### src/rtl/core/pidc_pkg.sv
// ----------------------------------------------------------------------------
// pidc_pkg
// Types and constants of the clamped-term PID controller.
// ----------------------------------------------------------------------------
`default_nettype none

package pidc_pkg;

  // Fixed field widths (gains and terms in Q8.8).
  localparam int unsigned GAIN_W   = 16;
  localparam int unsigned LIMIT_W  = 15;
  localparam int unsigned TERM_W   = 16;
  localparam int unsigned CORR_W   = 18;
  localparam int unsigned CFG_IDX_W = 3;
  localparam int unsigned CFG_DATA_W = 16;

  // Reset value of the three limit registers.
  localparam logic [LIMIT_W-1:0] LIMIT_RESET = 15'h7FFF;

  // Configuration register indexes.
  typedef enum logic [CFG_IDX_W-1:0] {
    REG_P_GAIN  = 3'd0,
    REG_I_GAIN  = 3'd1,
    REG_D_GAIN  = 3'd2,
    REG_P_LIMIT = 3'd3,
    REG_I_LIMIT = 3'd4,
    REG_D_LIMIT = 3'd5
  } pidc_reg_e;

endpackage : pidc_pkg

`default_nettype wire

### src/rtl/core/pid_controller_term_clamped.sv
// ----------------------------------------------------------------------------
// pid_controller_term_clamped
// PID controller with a symmetric clamp on each of the P, I and D terms and
// anti-windup on the integral; one signed Q8.8 error beat in, one result out.
// ----------------------------------------------------------------------------
//
//  channel | direction | handshake               | payload
//  --------+-----------+-------------------------+-------------------------------
//  in      | in        | in_valid_i / in_stall_o | error_i
//  out     | out       | out_valid_o/ out_stall_i| correction_o, p/i/d_term_o
//  cfg     | in        | cfg_we_i                | cfg_idx_i, cfg_data_i
//
//  An accepted input beat is captured in the input register; the three
//  multipliers, rounding, integral add and clamps run in one pass, and the
//  result register holds the outcome. One beat per cycle is sustained while
//  the output is not stalled; the integral and previous-error state update in
//  the same pass, so consecutive beats chain without bubbles.
//  Reset restores the register defaults (gains 0, limits 32767) and clears
//  the integral and previous error. A stall on the output holds the result
//  register and, once the input register is also full, stalls the input.
//
`default_nettype none

module pid_controller_term_clamped
  import pidc_pkg::*;
#(
  parameter int unsigned DATA_WIDTH = 16
) (
  input  wire logic                          clk_i,
  input  wire logic                          rst_ni,
  // configuration write port
  input  wire logic                          cfg_we_i,
  input  wire logic [CFG_IDX_W-1:0]          cfg_idx_i,
  input  wire logic [CFG_DATA_W-1:0]         cfg_data_i,
  // error samples
  input  wire logic                          in_valid_i,
  output logic                               in_stall_o,
  input  wire logic signed [DATA_WIDTH-1:0]  error_i,
  // results
  output logic                               out_valid_o,
  input  wire logic                          out_stall_i,
  output logic signed [CORR_W-1:0]           correction_o,
  output logic signed [TERM_W-1:0]           p_term_o,
  output logic signed [TERM_W-1:0]           i_term_o,
  output logic signed [TERM_W-1:0]           d_term_o
);

  // Product widths: a 17-bit signed gain times the operand, with headroom for
  // the rounding bias. CW is the common width for the clamp comparisons.
  localparam int unsigned PW  = DATA_WIDTH + GAIN_W + 1;
  localparam int unsigned DPW = DATA_WIDTH + GAIN_W + 2;
  localparam int unsigned CW  = DATA_WIDTH + 10;

  // --------------------------------------------------------------------------
  // Configuration registers
  // --------------------------------------------------------------------------
  logic [GAIN_W-1:0]  p_gain_q, i_gain_q, d_gain_q;
  logic [LIMIT_W-1:0] p_limit_q, i_limit_q, d_limit_q;

  always_ff @(posedge clk_i or negedge rst_ni) begin
    if (!rst_ni) begin
      p_gain_q  <= '0;
      i_gain_q  <= '0;
      d_gain_q  <= '0;
      p_limit_q <= LIMIT_RESET;
      i_limit_q <= LIMIT_RESET;
      d_limit_q <= LIMIT_RESET;
    end else if (cfg_we_i) begin
      unique case (pidc_reg_e'(cfg_idx_i))
        REG_P_GAIN:  p_gain_q  <= cfg_data_i[GAIN_W-1:0];
        REG_I_GAIN:  i_gain_q  <= cfg_data_i[GAIN_W-1:0];
        REG_D_GAIN:  d_gain_q  <= cfg_data_i[GAIN_W-1:0];
        REG_P_LIMIT: p_limit_q <= cfg_data_i[LIMIT_W-1:0];
        REG_I_LIMIT: i_limit_q <= cfg_data_i[LIMIT_W-1:0];
        REG_D_LIMIT: d_limit_q <= cfg_data_i[LIMIT_W-1:0];
        default: ;  // drop writes to unused indexes
      endcase
    end
  end

  // --------------------------------------------------------------------------
  // Pipeline control: input register (s1) feeds the result register (s2)
  // --------------------------------------------------------------------------
  logic                          s1_vld_q;
  logic signed [DATA_WIDTH-1:0]  s1_err_q;
  logic                          s2_vld_q;
  logic                          s2_ready;
  logic                          s1_ready;
  logic                          s1_adv;

  assign s2_ready   = !s2_vld_q || !out_stall_i;
  assign s1_ready   = !s1_vld_q || s2_ready;
  assign s1_adv     = s1_vld_q && s2_ready;
  assign in_stall_o = !s1_ready;

  always_ff @(posedge clk_i or negedge rst_ni) begin
    if (!rst_ni) begin
      s1_vld_q <= 1'b0;
      s2_vld_q <= 1'b0;
    end else begin
      if (s1_ready) begin
        s1_vld_q <= in_valid_i;
      end
      if (s2_ready) begin
        s2_vld_q <= s1_vld_q;
      end
    end
  end

  always_ff @(posedge clk_i) begin
    if (in_valid_i && s1_ready) begin
      s1_err_q <= error_i;
    end
  end

  // --------------------------------------------------------------------------
  // Controller state: integral stays within +-32767, so 16 bits hold it
  // --------------------------------------------------------------------------
  logic signed [TERM_W-1:0]      acc_q;
  logic signed [DATA_WIDTH-1:0]  prev_q;

  // --------------------------------------------------------------------------
  // Single-pass datapath
  // --------------------------------------------------------------------------
  function automatic logic signed [TERM_W-1:0] clamp_sym(
    input logic signed [CW-1:0] x,
    input logic [LIMIT_W-1:0]   lim
  );
    logic signed [CW-1:0] lim_pos;
    logic signed [CW-1:0] lim_neg;
    lim_pos = $signed({{(CW-LIMIT_W){1'b0}}, lim});
    lim_neg = -lim_pos;
    if (x > lim_pos) begin
      return lim_pos[TERM_W-1:0];
    end else if (x < lim_neg) begin
      return lim_neg[TERM_W-1:0];
    end else begin
      return x[TERM_W-1:0];
    end
  endfunction

  logic signed [PW-1:0]          rnd_bias;
  logic signed [DPW-1:0]         rnd_bias_d;
  logic signed [PW-1:0]          p_prod, i_prod;
  logic signed [DPW-1:0]         d_prod;
  logic signed [PW-1:0]          p_biased, i_biased;
  logic signed [DPW-1:0]         d_biased;
  logic signed [DATA_WIDTH:0]    err_diff;
  logic signed [CW-1:0]          p_wide, i_wide, d_wide;
  logic signed [TERM_W-1:0]      p_clamped, i_clamped, d_clamped;
  logic signed [CORR_W-1:0]      corr_sum;

  assign rnd_bias   = $signed({{(PW-8){1'b0}}, 8'h80});
  assign rnd_bias_d = $signed({{(DPW-8){1'b0}}, 8'h80});

  // Difference one bit wider so an extreme step never wraps.
  assign err_diff = $signed({s1_err_q[DATA_WIDTH-1], s1_err_q})
                  - $signed({prev_q[DATA_WIDTH-1], prev_q});

  assign p_prod = $signed({1'b0, p_gain_q}) * s1_err_q;
  assign i_prod = $signed({1'b0, i_gain_q}) * s1_err_q;
  assign d_prod = $signed({1'b0, d_gain_q}) * err_diff;

  // Round Q16.16 to Q8.8: add half an LSB, then floor by dropping 8 bits.
  assign p_biased = p_prod + rnd_bias;
  assign i_biased = i_prod + rnd_bias;
  assign d_biased = d_prod + rnd_bias_d;

  // Keep the sign when widening the rounded products.
  assign p_wide = CW'($signed(p_biased[PW-1:8]));
  assign d_wide = CW'($signed(d_biased[DPW-1:8]));
  assign i_wide = CW'($signed(i_biased[PW-1:8])) + CW'(acc_q);

  assign p_clamped = clamp_sym(p_wide, p_limit_q);
  assign i_clamped = clamp_sym(i_wide, i_limit_q);
  assign d_clamped = clamp_sym(d_wide, d_limit_q);

  assign corr_sum = CORR_W'(p_clamped) + CORR_W'(i_clamped) + CORR_W'(d_clamped);

  // Advance state together with the result so they always agree.
  always_ff @(posedge clk_i or negedge rst_ni) begin
    if (!rst_ni) begin
      acc_q  <= '0;
      prev_q <= '0;
    end else if (s1_adv) begin
      acc_q  <= i_clamped;
      prev_q <= s1_err_q;
    end
  end

  // --------------------------------------------------------------------------
  // Result register
  // --------------------------------------------------------------------------
  logic signed [CORR_W-1:0] corr_q;
  logic signed [TERM_W-1:0] p_q, i_q, d_q;

  always_ff @(posedge clk_i) begin
    if (s1_adv) begin
      corr_q <= corr_sum;
      p_q    <= p_clamped;
      i_q    <= i_clamped;
      d_q    <= d_clamped;
    end
  end

  assign out_valid_o  = s2_vld_q;
  assign correction_o = corr_q;
  assign p_term_o     = p_q;
  assign i_term_o     = i_q;
  assign d_term_o     = d_q;

  // --------------------------------------------------------------------------
  // Assertions
  // --------------------------------------------------------------------------
  a_corr_is_sum: assert property (@(posedge clk_i) disable iff (!rst_ni)
    s2_vld_q |-> (corr_q == CORR_W'(p_q) + CORR_W'(i_q) + CORR_W'(d_q)))
    else $error("correction differs from sum of terms");

  a_acc_matches_result: assert property (@(posedge clk_i) disable iff (!rst_ni)
    s2_vld_q |-> (acc_q == i_q))
    else $error("integral state out of step with result");

  a_acc_symmetric: assert property (@(posedge clk_i) disable iff (!rst_ni)
    acc_q != $signed({1'b1, {(TERM_W-1){1'b0}}}))
    else $error("integral left the clamp range");

  a_p_within_limit: assert property (@(posedge clk_i) disable iff (!rst_ni)
    s2_vld_q |-> ((CW'(p_q) <= $signed({{(CW-LIMIT_W){1'b0}}, p_limit_q}))
               && (CW'(p_q) >= -$signed({{(CW-LIMIT_W){1'b0}}, p_limit_q}))))
    else $error("P term beyond its limit");

endmodule : pid_controller_term_clamped

`default_nettype wire

### config.mk
export PLATFORM = sky130hd
export DESIGN_NAME = pid_controller_term_clamped
export DESIGN_NICKNAME = d
export VERILOG_FILES = /design/src/rtl/core/pidc_pkg.sv /design/src/rtl/core/pid_controller_term_clamped.sv
export SDC_FILE = /design/constraint.sdc
export NUM_CORES = 2
export LEC_CHECK = 0
export BUFFER_PORTS_ARGS = -buffer_cell sky130_fd_sc_hd__buf_4
export CORE_AREA = 2 2 282 284
export DETAILED_ROUTE_END_ITERATION = 12
export DIE_AREA = 0 0 284 286
export PLACE_DENSITY = 0.74
export SYNTH_ARGS = -nofsm -noshare
export SYNTH_HDL_FRONTEND = slang
export SYNTH_SLANG_ARGS = --single-unit
### constraint.sdc
create_clock -name clk_i -period 28.5 [get_ports clk_i]
set_clock_uncertainty 0.1 [all_clocks]
set_input_delay 4.275 -clock clk_i [delete_from_list [all_inputs] [get_ports clk_i]]
set_output_delay 4.275 -clock clk_i [all_outputs]
set_load 0.01 [all_outputs]
; Yosys cells after proc, flatten, opt, wreduce, memory -nomap -nowiden
; Cells that the tools add are included.
[classes]
n_eq_ne = 5
n_lt_le_gt_ge = 6
n_addsub = 10
mux = 6
multipliers = 3
n_reduce_logical = 15
[ops]
columns = operator, count
row1 = two-way mux 16 bit, 6
row2 = negation 15 -> 26 bit, 3
row3 = "adder 33 x 9 -> 33 bit, second input constant", 2
row4 = multiplier 17 x 16 -> 33 bit, 2
row5 = > comparator 26 x 16 -> 1 bit, 2
row6 = < comparator 26 bit, 2
row7 = "adder 34 x 9 -> 34 bit, second input constant", 1
row8 = multiplier 17 x 17 -> 34 bit, 1
row9 = adder 25 x 16 -> 26 bit, 1
row10 = < comparator 25 x 26 -> 1 bit, 1
row11 = > comparator 25 x 16 -> 1 bit, 1
row12 = adder 17 x 16 -> 18 bit, 1
row13 = adder 16 x 16 -> 17 bit, 1
row14 = subtractor 16 x 16 -> 17 bit, 1
row15 = AND reduction 2 bit, 6
row16 = "equality test 3 x 2 -> 1 bit, second input constant", 2
row17 = "equality test 3 bit, second input constant", 2
row18 = logical NOT 1 bit, 4
row19 = "equality test 3 x 1 -> 1 bit, second input constant", 1
row20 = logical NOT 3 bit, 1
row21 = logical AND 1 bit, 2
row22 = logical OR 1 bit, 2
[totals]
input_bits = 40
wordCells = 60
register_bits = 209

; Longest topological paths before layout
[logic_depth]
word_depth = 8
ltp_mapped = 64
ltp_nobuf = 61

; Least setup slack after synthesis
; OpenSTA, ideal clock, no wires.
[synth_path]
path_kind = reg-to-reg
startpoint = reg s1_err_q[0]
endpoint = reg corr_q[17], in the netlist correction_o[17] (data pin)
setup_slack_ns = 15.012
path_stages_with_launch = 60
period_less_slack_ns = 13.488
t_required_ns = 28.144
arrival_time_ns = 13.132
n_path_buf = 3
cell_sequence = edfxtp_1 clkbuf_1 inv_1 ha_1 fa_1 nor2b_1 o21ai_0 a21boi_0 o21ai_0 a21boi_0 o21ai_0 a21oi_1 o41ai_1 o311a_1 o311a_1 clkbuf_1 nand2_1 fa_1 (+24 left out) buf_4 mux2i_1 o21ai_0 fa_1 ha_1 inv_1 fa_1 nor2b_1 o21ai_0 a21boi_0 o21ai_0 a21boi_0 o21ai_0 a21boi_0 o31ai_1 a2111oi_0 o21ai_0 a31o_2
[synth_between]
word_cells_on_any_way = 22
[synth_rtl]
columns = item, line_no
row1 = start: declaration, pid_controller_term_clamped.sv:85  ; logic signed [DATA_WIDTH-1:0] s1_err_q;
row2 = start signal: assignment, pid_controller_term_clamped.sv:112  ; s1_err_q <= error_i;
row3 = subtractor 16 x 16 -> 17 bit (*), pid_controller_term_clamped.sv:158  ; - $signed({prev_q[DATA_WIDTH-1], prev_q});
row4 = multiplier 17 x 17 -> 34 bit (*), pid_controller_term_clamped.sv:162  ; assign d_prod = $signed({1'b0, d_gain_q}) * err_diff;
row5 = adder 34 x 9 -> 34 bit (*), pid_controller_term_clamped.sv:167  ; assign d_biased = d_prod + rnd_bias_d;
row6 = < comparator 26 bit, pid_controller_term_clamped.sv:135  ; end else if (x < lim_neg) begin
row7 = two-way mux 16 bit, pid_controller_term_clamped.sv:135
row8 = two-way mux 16 bit (*), pid_controller_term_clamped.sv:133  ; if (x > lim_pos) begin
row9 = net d_clamped[1], pid_controller_term_clamped.sv:150  ; logic signed [TERM_W-1:0] p_clamped, i_clamped, d_clamped;
row10 = adder 17 x 16 -> 18 bit (*), pid_controller_term_clamped.sv:178  ; assign corr_sum = CORR_W'(p_clamped) + CORR_W'(i_clamped) + CORR_W'(d_clamped);
row11 = net corr_sum[17], pid_controller_term_clamped.sv:151  ; logic signed [CORR_W-1:0] corr_sum;
row12 = end signal: assignment, pid_controller_term_clamped.sv:199  ; corr_q <= corr_sum;
row13 = end: declaration, pid_controller_term_clamped.sv:194  ; logic signed [CORR_W-1:0] corr_q;
; The timed path passes the listed nets; every way through them passes the cells marked *.
; A chain may end at the register's enable or synchronous reset.

; Worst setup path in the final report
; Ends and elaborated chain as after synthesis.

==> flow_metrics.py <==
metrics = {
    "yosys": {
        "synth_area_per_cell_um2": 9.05,
        "yosys-top-cells-area": "fa_1, ha_1, inv_1",
        "yosys-top-cells-count": "inv_1, fa_1, ha_1",
        "synth_flop_cell": "edfxtp_1",
        "synth_edf_count": 82,
        "synth_cells": 4613,
        "synth-seq-cells": 209,
        "yosysMostFrequentCell": "inv_1",
        "synth_top_area_share_pct": 29.5,
        "yosysSeqAreaShare_pct": 13.6,
        "yosysTopAreaCell": "fa_1",
        "yosys_warnings": 0,
        "synthArstFlopShare_pct": 60.8,
        "syn_area_mm2": 0.0417,
        "ys_types": 92,
        "syn_nets": 5805,
    },
    "worst_setup_path": {
        "cp_slowest_stage_delay_ns": 0.63,
        "regToRegSetupSlack_ns": 12.88,
        "cp_common_cell": "o21ai_0",
        "arrival_ns": 15.85,
        "critPathLaunchType": "register",
        "cpMaxStageDelayCell": "o311a_1",
        "worstPathRequired_ns": 28.73,
        "reg2reg_to": "correction_o[17]",
        "crit_type": "register to register",
        "endpoint_kind": "register",
        "rr_worst_depth": 58,
        "cp_max_fo": 31,
        "r2r_start": "s1_err_q[0]",
    },
    "global_route": {
        "grt_start_max_net_pins": 77,
        "grt_pass1_wl_um": 188000,
        "antenna_found_initial": 9,
        "grt-ovfl-total": 0,
        "grt_usage_pct": 29.5,
        "grt_pass1_vias": 33871,
    },
    "detailed_routing": {
        "via_per_inst": 5.78,
        "wl_per_cell_um": 20.6,
        "routed_wl_um": 117000,
        "drtIter0Drc": 2968,
        "ant_nets": 0,
        "dr.pass1.iters": 6,
        "dr_total_vias": 32942,
        "drc_errors": 0,
    },
    "layout": {
        "final_net_count": 5818,
        "diodes": 0,
        "syn2layout_area_growth_pct": 6.82,
        "final_area_mm2": 0.0446,
        "utilization_pct": 56.9,
        "drive_above_1_share_pct": 8.31,
    },
    "floorplan": {
        "die_area_mm2": 0.0812,
        "start_util_pct": 53.3,
        "io_pins": 108,
        "core_mm2": 0.0784,
        "die_y_um": 286,
        "num_rows": 103,
        "dieWidth_um": 284,
    },
    "flow_run": {
        "cap_violations": 0,
    },
    "sta": {
        "fin_crit_sh_pct": 54.8,
        "finalMaxSlewViolations": 0,
        "final-hold-violation-count": 0,
        "worst_slack_ns": 12.88,
        "fmax_ghz": 0.0640,
        "rsz0062_at_grt": "no",
        "worst_pin_slew_ns": 1.03,
        "period_needed_ns": 15.62,
        "setup_viol": 0,
        "slew-limit-headroom_pct": 31.1,
        "finalSetupTns_ns": 0,
    },
    "placement": {
        "placed_area_mm2": 0.0436,
        "detailedPlace.worstSlack_ns": 13.04,
        "gp_congestion": 0.988,
        "portBuffers": 107,
        "dp_hpwl_um": 90000,
    },
    "clock_network": {
        "cts_tree": "yes",
        "clk_path_buf_depth": 3,
        "clkSinkCount": 209,
        "numCtsBuffers": 27,
        "ctsHoldBuffers": 0,
        "post_cts_resized": 0,
        "cts_setup_buffers": 0,
        "htree_num_levels": 1,
        "path_clk_slew_ns": 0.06,
        "clk_latency_ns": 0.60,
        "cts-root-buf": "clkbuf_16",
    },
    "hold_path": {
        "min_from": "s1_vld_q",
        "holdPathEnd": "out_valid_o",
        "hold_depth": 1,
        "hold_class": "register to register",
    },
    "run_status": {
        "status": "finished, final reports clean",
    },
}
==> state kept, by name, indices dropped and copies added, names as in the netlist <==
register and flops:
i_limit_q 15, s1_err_q 16, d_gain_q 16, acc_q 16, p_limit_q 15, prev_q 16
p_term_o 16, i_gain_q 16, i_term_o 16, d_term_o 16, correction_o 18, s1_vld_q 1
p_gain_q 16, d_limit_q 15, out_valid_o 1
==> cells in the final DEF (no fill, tap or decap), types with 31 or more instances in the layout <==
cell / n
fa_1: 616
inv_1: 877
o21ai_0: 132
nor3_1: 62
nand3_1: 44
nor2_1: 176
ha_1: 536
nand2_1: 530
a21o_1: 51
nand2b_1: 53
dfstp_2: 45
a21oi_1: 124
and2_1: 303
nor2b_1: 58
mux2_2: 79
edfxtp_1: 82
dfrtp_1: 82
mux2i_1: 32
xnor2_1: 97
buf_4: 163
o21a_1: 39
nand4_1: 31
==> cell type report <==
class                   instances  area, um2
flip-flops and latches        209       5700
well taps                    1050       1310
repair buffers                164       1230
fillers                      6981      33800
clock inverters                19        235
inverters                     879       3300
multi-input cells            3345      32100
clock buffers                  30        718
==> per-stage QoR <==
step                cells  hold WS [ns]
finish               5696         0.388
global route         5696         0.419
CTS                  5696         0.389
detailed placement   5647         0.379
global placement     5647         0.367
floorplan            4613         0.354
==> worst max-delay path: cells and delay by family (launching register included) <==
family	cells	cell delay, ns
flip-flops	1	0.36
multiplexers	1	0.23
buffers and inverters	7	0.99
AO/OA/AOI/OAI	31	7.14
XOR/XNOR	1	0.30
adder cells (fa/ha/maj)	13	5.14
AND/OR/NAND/NOR	5	1.08
==> kinds of logic after synthesis <==
kind of cell | count (synthesis) | synth area share, %
AO/OA/AOI/OAI | 573 | 9.09
XOR/XNOR | 127 | 2.67
adder cells (fa/ha/maj) | 1152 | 45.6
buffers and inverters | 1059 | 9.65
flip-flops | 209 | 13.6
multiplexers | 111 | 2.90
AND/OR/NAND/NOR | 1382 | 16.4
==> how the worst max path moves through the flow <==
stage                 from          endpoint  slack, ns  cells past startpoint
4_1_cts        s1_err_q[0]  correction_o[17]      12.99                     58
2_1_floorplan  s1_err_q[0]  correction_o[17]      15.01                     59
3_5_place_dp   s1_err_q[0]  correction_o[17]      13.04                     58
3_3_place_gp   s1_err_q[2]  correction_o[17]      13.56                     56
6_report       s1_err_q[0]  correction_o[17]      12.88                     58
5_1_grt        s1_err_q[0]  correction_o[17]      11.66                     58
==> metal layers <==
layer	share of wire, %	vias up	global-route usage (%)
li1	-	14785	-
met1	41	16401	39.9
met2	45	1457	46.8
met3	9.7	293	5.95
met4	4.7	6	11.5
met5	0.027	-	0
Power is not shown: default switching activity piles up to over one toggle a cycle in this logic, so the estimate is an artifact.
